**src/first_fit_heap_allocator_defines.svh**
```systemverilog
// Assertion macros for the first-fit heap allocator.
// Included by the RTL files that carry concurrent checks; needs nothing else.
`ifndef FIRST_FIT_HEAP_ALLOCATOR_DEFINES_SVH
`define FIRST_FIT_HEAP_ALLOCATOR_DEFINES_SVH
`ifndef NO_ASSERTIONS
// Property must hold at every rising clock edge outside reset.
`define FFHA_ASSERT_ALWAYS(lbl, clk, rstn, expr) \
  lbl: assert property (@(posedge clk) disable iff (!rstn) (expr)) \
    else $error("allocator check failed");
// Consequent must hold in the cycle the antecedent holds.
`define FFHA_ASSERT_IMPLY(lbl, clk, rstn, ante, cons) \
  lbl: assert property (@(posedge clk) disable iff (!rstn) (ante) |-> (cons)) \
    else $error("allocator check failed");
`else
`define FFHA_ASSERT_ALWAYS(lbl, clk, rstn, expr)
`define FFHA_ASSERT_IMPLY(lbl, clk, rstn, ante, cons)
`endif
`endif

```
**src/ffha_pkg.sv**
```systemverilog
// Shared types and constants of the first-fit heap allocator.
// No dependencies; the interfaces, the remainder unit, the cell and the allocator use it.
`default_nettype none
package ffha_pkg;

  localparam int MAX_BLOCKS   = 32;
  localparam int HEADER_BYTES = 12;
  localparam int WORD_BYTES   = 4;
  localparam int OFFSET_BITS  = 24;

  localparam int IDX_W   = $clog2(MAX_BLOCKS);
  localparam int CNT_W   = $clog2(MAX_BLOCKS + 1);
  localparam int ADDR_W  = 32;
  localparam int SIZE_W  = 25;
  localparam int ALIGN_W = 24;
  localparam int OFF_W   = OFFSET_BITS;
  localparam int LEN_W   = 25;
  localparam int NEED_W  = 27;
  localparam int DVD_W   = ADDR_W + 1;

  typedef enum logic [1:0] {
    ACT_ALLOC   = 2'd0,
    ACT_RELEASE = 2'd1,
    ACT_ALIGNED = 2'd2,
    ACT_RESIZE  = 2'd3
  } action_e;

  typedef enum logic [1:0] {
    STS_DONE    = 2'd0,
    STS_NOFIT   = 2'd1,
    STS_FULL    = 2'd2,
    STS_UNKNOWN = 2'd3
  } status_e;

  typedef enum logic [0:0] {
    CFG_HEAP_BASE = 1'b0,
    CFG_HEAP_SIZE = 1'b1
  } cfg_idx_e;

  typedef enum logic [1:0] {
    SH_NONE = 2'd0,
    SH_INS  = 2'd1,
    SH_DEL  = 2'd2
  } shift_e;

  typedef enum logic [0:0] {
    KEY_FIT  = 1'b0,
    KEY_USED = 1'b1
  } key_e;

  typedef enum logic [4:0] {
    S_IDLE, S_A_SRCH, S_A_CALC, S_A_PTR, S_A_DGO, S_A_DIV, S_A_RED, S_A_AL,
    S_A_CHK, S_A_SPLIT, S_A_TRIM, S_R_SRCH, S_R_RD0, S_R_RD1, S_R_RD2,
    S_R_MRG, S_R_DEL2, S_Z_SRCH, S_Z_RD, S_DONE
  } state_e;

  typedef struct packed {
    logic [1:0]         action;
    logic [ADDR_W-1:0]  block_address;
    logic [SIZE_W-1:0]  request_size;
    logic [ALIGN_W-1:0] alignment;
  } req_t;

  typedef struct packed {
    logic [ADDR_W-1:0] result_address;
    logic [1:0]        status;
    logic [SIZE_W-1:0] free_bytes;
    logic [SIZE_W-1:0] copy_bytes;
    logic              moved;
  } rsp_t;

  typedef struct packed {
    logic             valid;
    logic             free;
    logic [OFF_W-1:0] off;
    logic [LEN_W-1:0] len;
  } entry_t;

  localparam entry_t RESET_ENT = '{valid: 1'b1, free: 1'b1, off: '0,
                                   len: LEN_W'(65536)};

  // Broadcast to every slot of the table in each cycle.
  typedef struct packed {
    logic              init;
    logic [LEN_W-1:0]  init_len;
    shift_e            shift;
    logic [IDX_W-1:0]  pos;
    entry_t            ins_ent;
    logic              wr_en;
    logic [IDX_W-1:0]  wr_idx;
    entry_t            wr_ent;
    key_e              key;
    logic [NEED_W-1:0] need;
    logic [OFF_W-1:0]  tgt_off;
    logic              tgt_ok;
  } cell_cmd_t;

endpackage
`default_nettype wire

```
**src/ffha_div.sv**
```systemverilog
// Bit-serial remainder unit: one dividend bit per cycle.
// Uses ffha_pkg widths.
`default_nettype none
module ffha_div (
  input  wire logic                          clk_i,
  input  wire logic                          rst_ni,
  input  wire logic                          start_i,
  input  wire logic [ffha_pkg::DVD_W-1:0]    dividend_i,
  input  wire logic [ffha_pkg::ALIGN_W-1:0]  divisor_i,
  output logic                               done_o,
  output logic [ffha_pkg::ALIGN_W-1:0]       rem_o
);
  import ffha_pkg::*;

  localparam int STEP_W = $clog2(DVD_W + 1);

  logic               busy_q, done_q;
  logic [STEP_W-1:0]  step_q;
  logic [DVD_W-1:0]   dvd_q;
  logic [ALIGN_W-1:0] dsr_q, rem_q;
  logic [ALIGN_W:0]   trial;

  assign trial = {rem_q, dvd_q[DVD_W-1]};

  always_ff @(posedge clk_i or negedge rst_ni) begin
    if (!rst_ni) begin
      busy_q <= 1'b0;
      done_q <= 1'b0;
      step_q <= '0;
    end else begin
      done_q <= 1'b0;
      if (start_i) begin
        busy_q <= 1'b1;
        step_q <= '0;
      end else if (busy_q) begin
        step_q <= step_q + STEP_W'(1);
        if (step_q == STEP_W'(DVD_W - 1)) begin
          busy_q <= 1'b0;
          done_q <= 1'b1;
        end
      end
    end
  end

  always_ff @(posedge clk_i) begin
    if (start_i) begin
      dvd_q <= dividend_i;
      dsr_q <= divisor_i;
      rem_q <= '0;
    end else if (busy_q) begin
      dvd_q <= {dvd_q[DVD_W-2:0], 1'b0};
      if (trial >= {1'b0, dsr_q}) begin
        rem_q <= ALIGN_W'(trial - {1'b0, dsr_q});
      end else begin
        rem_q <= trial[ALIGN_W-1:0];
      end
    end
  end

  assign done_o = done_q;
  assign rem_o  = rem_q;

endmodule
`default_nettype wire

```
**config.mk**
```make
export PLATFORM = sky130hd
export DESIGN_NAME = ffha_div
export DESIGN_NICKNAME = d
export VERILOG_FILES = /design/src/first_fit_heap_allocator_defines.svh /design/src/ffha_pkg.sv /design/src/ffha_div.sv
export SDC_FILE = /design/constraint.sdc
export NUM_CORES = 1
export LEC_CHECK = 0
export BUFFER_PORTS_ARGS = -buffer_cell sky130_fd_sc_hd__buf_2
export CAP_MARGIN = 15
export CORE_ASPECT_RATIO = 0.75
export CORE_MARGIN = 8
export CORE_UTILIZATION = 55
export CTS_BUF_LIST = sky130_fd_sc_hd__clkbuf_2 sky130_fd_sc_hd__clkbuf_4 sky130_fd_sc_hd__clkbuf_8
export CTS_CLUSTER_DIAMETER = 100
export CTS_CLUSTER_SIZE = 14
export DETAILED_ROUTE_END_ITERATION = 7
export PLACE_DENSITY = 0.78
export SLEW_MARGIN = 20
export SYNTH_ARGS = -nofsm -noshare
export SYNTH_HDL_FRONTEND = slang
export SYNTH_SLANG_ARGS = --single-unit
```
**constraint.sdc**
```tcl
create_clock -name clk_i -period 3.2 [get_ports clk_i]
set_input_delay 0.48 -clock clk_i [delete_from_list [all_inputs] [get_ports clk_i]]
set_output_delay 0.48 -clock clk_i [all_outputs]
set_load 0.02 [all_outputs]
```
# --- Yosys cells after proc, flatten, opt, wreduce, memory -nomap -nowiden ---
# Cells that the tools add are included.
totals:
  out_inout_bits: 25
  inputBits: 60
  register_bits: 89
op_classes:
  add_sub_neg: 2
  n_lt_le_gt_ge: 1
  n_eq_ne: 1
  n_reduce_logical: 1
  muxes: 11
ops:
  columns: ["cell", "n"]
  rows:
  - ["two-way mux 33 bit", 2]
  - [">= comparator 25 x 24 -> 1 bit", 1]
  - ["two-way mux 24 bit", 1]
  - ["subtractor 24 bit", 1]
  - ["two-way mux 6 bit", 2]
  - ["adder 6 x 1 -> 6 bit (second input constant)", 1]
  - ["== test 6 bit (second input constant)", 1]
  - ["two-way mux 1 bit", 6]
  - ["nonzero test 2 bit", 1]

# --- Logic depth before layout (Yosys ltp) ---
# Gate-level depths: netlist of run 1.
logic_depth:
  depth_word: 4
  ltp_mapped: 12
  ltp_nobuf: 11

# --- Least setup slack after synthesis of run 1 ---
# Ideal clock, no wire load.
synth_path:
  path_kind: "reg2reg"
  start: "register dvd_q[32]"
  end: "register rem_q[20] (netlist: rem_o[20])"
  path_slack_ps: 698
  period_less_slack_ps: 2502
  required_ps: 3074
  stages_incl_launch_ff: 12
  t_arrival_ps: 2376
  path_buffers: 0
  path_cell_list: "edfxtp_1 -> inv_1 -> ha_1 -> inv_1 -> fa_1 -> a21o_1 -> a221oi_2 -> o21ai_0 -> a211oi_1 -> o21ai_0 -> xnor2_1 -> o211ai_1"
synth_via:
  elab_chain_len: 2
  word_cells_on_any_way: 3
  cone_classes: "add/sub: 1; order compare: 1; mux: 1"
synth_rtl:
  columns: ["item", "line", "text"]
  rows:
  - ["from (decl)", "ffha_div.sv:19", "logic [DVD_W-1:0] dvd_q;"]
  - ["from (signal assigned)", "ffha_div.sv:47", "dvd_q <= dividend_i;"]
  - ["from (signal assigned)", "ffha_div.sv:51", "dvd_q <= {dvd_q[DVD_W-2:0], 1'b0};"]
  - ["subtractor 24 bit or >= comparator 25 x 24 -> 1 bit (tied branches)", "ffha_div.sv:53, ffha_div.sv:52", null]
  - ["two-way mux 24 bit (*)", "ffha_div.sv:52", "if (trial >= {1'b0, dsr_q}) begin"]
  - ["to (signal assigned)", "ffha_div.sv:53", "rem_q <= ALIGN_W'(trial - {1'b0, dsr_q});"]
  - ["to (signal assigned)", "ffha_div.sv:55", "rem_q <= trial[ALIGN_W-1:0];"]
  - ["to (decl)", "ffha_div.sv:20", "logic [ALIGN_W-1:0] dsr_q, rem_q;"]
# Every way passes the cells marked *; elsewhere a longest branch is shown, timed or not.
# A chain may end at the register's enable or synchronous reset.

# --- Worst setup path after layout of run 1 ---
# Ends and elaborated chain as after synthesis.

==> run metrics, run 1 <==
buffer depth of the longest clock path=2; Core Region=~9000 sq um; maximum operating frequency=0.364 GHz; Pwr Total=between 3 and 4 mW; warning count from the yosys run=0; pin count of the biggest net entering global routing=between 40 and 50; Overall Global Routing Usage=18.4%; layout cells sized above 1=around 28%; Power per Cell Area=546 nW/um^2; violation count after the first detailed-route iteration=roughly 290; DIE HEIGHT=roughly 99 um; Total Nets Final=644; Top FF cell, synth=sky130_fd_sc_hd__edfxtp_1; Least-Margin Pin Slew=0.616 ns; x dimension of the die=127 um; Leakage Power=2.46 nW; area fraction in and, or, nand and nor cells after synthesis=between 10% and 20%; worst skew pair latency=0.38 ns; Period minus WS final=between 2 and 3 ns; TritonCTS Buffers=9; Max Cap Violations=0; CTS tree=built; clock-pin slew of the registers on the worst-case setup and hold paths=0.09 ns; area share of the leading cell type in the synthesized netlist=33.9%; quantity of hold-fixing buffers added after cts=1; GP Congestion=0.911; number of antenna-violating nets in the routed design=0; flops & latches, synth=89; category of the worst setup path capture point=flop; utilization after layout=64.5%; data arrival at the endpoint of the critical path=just over 3 ns; headroom to the max-slew limit=about three fifths; number of sinks driven by the clock tree=between 80 and 90; Setup violations, final=0; run status=finished clean; antenna violations before repair=0; root cell of the clock tree=sky130_fd_sc_hd__clkbuf_8; dominant combinational cell family by area after synthesis=compound AO/OA/AOI/OAI gates; xor and xnor area share after synthesis=3.47%; most frequently used cell type in the post-synthesis netlist=sky130_fd_sc_hd__edfxtp_1; Worst setup SP type=flop; FFs w/ async S/R, synth=8.99%; portion of the post-synthesis area used by sequential elements=around 47%; worst min-delay path class=primary input to flop; mean area per synthesized cell=10.6 sq um; proportion of synthesized area in mux cells=between 9 and 10%; Mapped Cells=around 470; sum of negative setup slack=0 ns; final WL=11200 um; CP Max Fanout=2; total count of max-transition violations in the final report=0; CTS HTree Levels=3; Synth Area in Compound Gates=15.3%; DRC violations left=0; VDD IR-drop max=approximately 0.35 mV; post-synthesis cell type count=between 60 and 70; HPWL Detailed=8480 um; via count of the first global-routing pass=approximately 3800; synth top area cells=sky130_fd_sc_hd__edfxtp_1, sky130_fd_sc_hd__dfxtp_1, sky130_fd_sc_hd__mux2_2; count of port buffers added during placement=84; number of cell rows=30; global-route wire length before repair=18700 um; overflow left after global routing=0; area of the die=12500 sq um; first-pass iteration count of the detailed router=4; Via density=5.64; Required @ worst endpoint=3.51 ns; combined area of all synthesized cells=between 5000 and 6000 sq um; type of the worst setup path=flop to flop; WL/cell=16.7 um; post-synthesis adder-cell area fraction=6.84%; number of setup buffers added after CTS=0; number of synthesized flops with an enable pin=57; Post-synth top cells=sky130_fd_sc_hd__edfxtp_1, sky130_fd_sc_hd__nand2_1, sky130_fd_sc_hd__nor2_1; ports placed on the boundary=85; post-CTS sizing=0; final hold violations=0; count of antenna diodes in the layout=0; cell type contributing the most total cell area after synthesis=sky130_fd_sc_hd__edfxtp_1; initial core utilization=56.2%; share of the clock period used by the worst path after layout=85.7%; Layout Area Growth over Synthesis=14.6%; Synthesized Nets=561; RSZ-0062 raised after global routing=no; routed via count=3804; Clock Skew=0.00672 ns
[layout make-up]
type / count / area (sq um)
clock buffers: 9 / 124
clock inverters: 7 / 77.6
fillers: 736 / 3190
inverters: 35 / 131
multi-input cells: 328 / 2410
flip-flops and latches: 89 / 2390
well taps: 112 / 140
repair buffers: 94 / 513
[worst paths after layout]
kind	startpoint	end	slack [ns]	cells past startpoint
worst min register to register	rem_o[22]	rem_o[22]	0.50	2
max in group asynchronous	rst_ni	step_q[3]	2.55	2
worst max register to register	dvd_q[32]	rem_o[20]	0.46	11
worst min-delay path	divisor_i[14]	dsr_q[14]	0.27	1
worst max-delay path	dvd_q[32]	rem_o[20]	0.46	11
min in group asynchronous	rst_ni	step_q[2]	0.49	2
[kinds of logic after synthesis]
logic type                 Yosys count
xor gates and xnor gates            20
AOI/OAI and AO/OA                  108
muxes                               45
adders and majority gates           27
DFF                                 89
buffers and inverters               57
and+or+nand+nor                    128
[registers in the layout (all words and copies together), names as in the netlist]
register and count:
busy_q 1, dvd_q 33, step_q 6, dsr_q 24
done_o 1, rem_o 24
[worst max-delay path, stage by stage, from the launching register on]
cell                       delay [ns]
sky130_fd_sc_hd__edfxtp_1        0.36
sky130_fd_sc_hd__inv_1           0.08
sky130_fd_sc_hd__ha_1            0.16
sky130_fd_sc_hd__inv_1           0.06
sky130_fd_sc_hd__fa_1            0.39
sky130_fd_sc_hd__a21o_1          0.22
sky130_fd_sc_hd__a221oi_2        0.26
sky130_fd_sc_hd__o21ai_0         0.13
sky130_fd_sc_hd__a211oi_1        0.53
sky130_fd_sc_hd__o21ai_0         0.18
sky130_fd_sc_hd__xnor2_1         0.15
sky130_fd_sc_hd__o211ai_1        0.15
[placed cells by master (no fill, tap or decap), drive strengths merged, types with 2 or more instances in the layout]
cell type,count
dfrtp,8
a311oi,5
clkinv,3
a31o,2
o21bai,2
dfxtp,24
clkbuf,9
and2,6
a21oi,20
inv,37
nand4,5
nor3,10
or2,2
a221oi,2
a31oi,7
mux2,33
nand2b,5
a211oi,12
xnor2,11
o211ai,4
nand3,8
o31ai,4
o21ai,26
or3,5
xor2,9
edfxtp,57
ha,26
o31a,3
nand2,38
buf,93
o21a,3
and3,4
a21boi,2
nor2b,2
nor4,4
nor2,36
a21o,7
mux2i,12
[per-stage QoR]
step           hold slack, ns  setup slack, ns  area, sq um  instances
2_1_floorplan           0.184            0.698         5050        474
3_3_place_gp            0.329            0.597         5570        657
3_5_place_dp            0.332            0.528         5570        657
4_1_cts                 0.263            0.515         5780        674
5_1_grt                 0.264            0.233         5780        674
6_report                0.272            0.456         5780        674
[layer usage]
| metal | wire (um) | part of all wire, % | global-route usage, % | vias to the layer above |
|---|---|---|---|---|
| met4 | 180 | 1.6 | 5.90 | 0 |
| met3 | 745 | 6.6 | 4.64 | 18 |
| met5 | 0 | 0 | 0 | - |
| met1 | 5150 | 46 | 24.4 | 1775 |
| met2 | 5160 | 46 | 28.7 | 106 |
| li1 | - | - | - | 1905 |
[power by group]
part,internal [mW],switching [mW],total (mW)
logic,0.402,0.537,0.939
clock network,0.368,0.433,0.801
registers,1.35,0.0734,1.42
total,2.12,1.04,3.16
No activity file was read; power rests on OpenSTA's default activity.
==> inputs of run 2 (changes only) <==
CORE_ASPECT_RATIO = not set   (was 0.75)
==> run metrics, run 2 (synthesis gave the netlist of run 1 again) <==
Switching Share=31.3%; number of cell rows=35; Slowest-stage cell, CP=sky130_fd_sc_hd__a211oi_1; GP Congestion=0.951; routed via count=between 3000 and 4000; Period minus WS final=2.77 ns; Total Nets Final=643; Clock Skew=0.0149 ns; filler-free cell count of the finished design=672; Overall Global Routing Usage=approximately a fifth; TritonCTS Buffers=9; RSZ-0062 raised after global routing=no; WL/cell=17.0 um; root cell of the clock tree=sky130_fd_sc_hd__clkbuf_8; buffer depth of the longest clock path=2; violation count after the first detailed-route iteration=157; run status=finished clean; sum of negative setup slack=0 ns; worst skew pair latency=0.36 ns; DIE HEIGHT=112 um; Layout Area Growth over Synthesis=15.4%; worst setup slack after layout=0.429 ns; data arrival at the endpoint of the critical path=3.07 ns; total count of max-transition violations in the final report=0; flip-flop count of the largest register, all copies and words added=33; switching power=~1.0 mW; HPWL Detailed=8640 um; commonest cells after routing, fill and taps aside=sky130_fd_sc_hd__buf_2, sky130_fd_sc_hd__edfxtp_1, sky130_fd_sc_hd__nand2_1, sky130_fd_sc_hd__nor2_1, sky130_fd_sc_hd__inv_1; worst-path cell chain=inv_1, ha_1, inv_1, fa_1, a21o_1, a221oi_2, o21ai_0, a211oi_1, o21ai_0, xnor2_1, o211ai_1; count of antenna diodes in the layout=0; most common library cell in the layout ignoring fill and taps=sky130_fd_sc_hd__buf_2; sequential share of power=a little over two fifths; number of antenna-violating nets in the routed design=0; cell internal power dissipation=2.27 mW; VDD IR-drop max=0.337 mV; type of the worst setup path=flop to flop; fill cell total of the finished layout=723; layout cells sized above 1=around 28%; final WL=11400 um; Power per Cell Area=568 nW/um^2; x dimension of the die=112 um; share of total power in the clock network=29.0%; worst path bufs/invs=2; Worst setup SP type=flop; Pwr Total=about 3.3 mW; share of the clock period used by the worst path after layout=86.6%; number of sinks driven by the clock tree=89; antenna violations before repair=0; Core Region=9060 sq um; CP Max Fanout=2; final hold violations=0; headroom to the max-slew limit=64.3%; ports placed on the boundary=85; via count of the first global-routing pass=3971; Max Cap Violations=0; logic depth of the worst path, buffers included=11; overflow left after global routing=0; Combinational Power Share=28.0%; clock-pin slew of the registers on the worst-case setup and hold paths=around 0.1 ns; final worst hold slack=0.281 ns; worst min-delay path class=primary input to flop; cell family with the largest share of critical-path delay=compound AO/OA/AOI/OAI gates; CTS tree=built; area of the die=roughly 12000 sq um; depth of the worst hold-timing path=1; Most flops, register=dvd_q; count of port buffers added during placement=84; stage delay of the slowest cell on the critical path=~0.50 ns; category of the worst setup path capture point=flop; DRC violations left=0; maximum operating frequency=0.361 GHz; cell count of the worst reg-to-reg path=11; Required @ worst endpoint=around 3.5 ns; CTS HTree Levels=3; Via density=5.80; Setup Slack @ Placement=0.471 ns; number of setup buffers added after CTS=0; global-route wire length before repair=19100 um; initial core utilization=between 50% and 60%; Leakage Power=roughly 2.5 nW; Least-Margin Pin Slew=0.530 ns; Placed Cells=655; pin count of the biggest net entering global routing=59; first-pass iteration count of the detailed router=4; Setup violations, final=0
## run 2: cell count changes in the layout (fill, tap and decap cells not counted), sizes merged
cell      change
buf           -1
bufinv        +2
clkinv        -2
clkinvlp      -1
inv           +1
## run 2: final cells by class
| cell class | instances | area (sq um) | area share, % |
|---|---|---|---|
| Clock buffer | 9 | 124 | 2.13 |
| Clock inverter | 7 | 124 | 2.13 |
| Inverter | 35 | 131 | 2.26 |
| Multi-Input combinational cell | 328 | 2410 | 41.3 |
| Sequential cell | 89 | 2390 | 41.1 |
| Tap cell | 111 | 139 | 2.39 |
| Timing Repair Buffer | 93 | 505 | 8.68 |
## run 2: power groups by stage
stage	Sequential (mW)	Clock (mW)	Combinational, mW
floorplan	1.48	0	0.647
detailed placement	1.45	0	0.920
CTS	1.42	0.974	0.924
global placement	1.44	0	0.904
finish	1.42	0.957	0.925
global route	1.44	1.02	1.02
## run 2: worst paths after layout
check,slack [ns],end,startpoint
worst max-delay path,0.43,rem_o[20],dvd_q[32]
worst min-delay path,0.28,dsr_q[20],divisor_i[20]
worst max register to register,0.43,rem_o[20],dvd_q[32]
worst min register to register,0.52,rem_o[14],rem_o[14]
max in group asynchronous,2.55,step_q[4],rst_ni
min in group asynchronous,0.48,step_q[5],rst_ni
## run 2: timing repair
action / 4_1_cts / 5_1_grt
hold buffers: 1 / 0
hold endpoints to repair: 8 / 0
resized for setup: 0 / 0
## run 2: metal layers
metal,part of all wire [%],vias to the layer above,GRT usage (%)
li1,-,1901,-
met1,42,1847,22.1
met2,47,126,30.1
met3,8.3,23,7.03
met4,2.5,0,6.75
met5,0,-,0
## run 2: per-stage QoR
step	cell area [sq um]	utilization (%)
finish	5820	64.2
global route	5820	64.2
CTS	5820	64.2
detailed placement	5560	61.4
global placement	5560	61.4
floorplan	5050	-
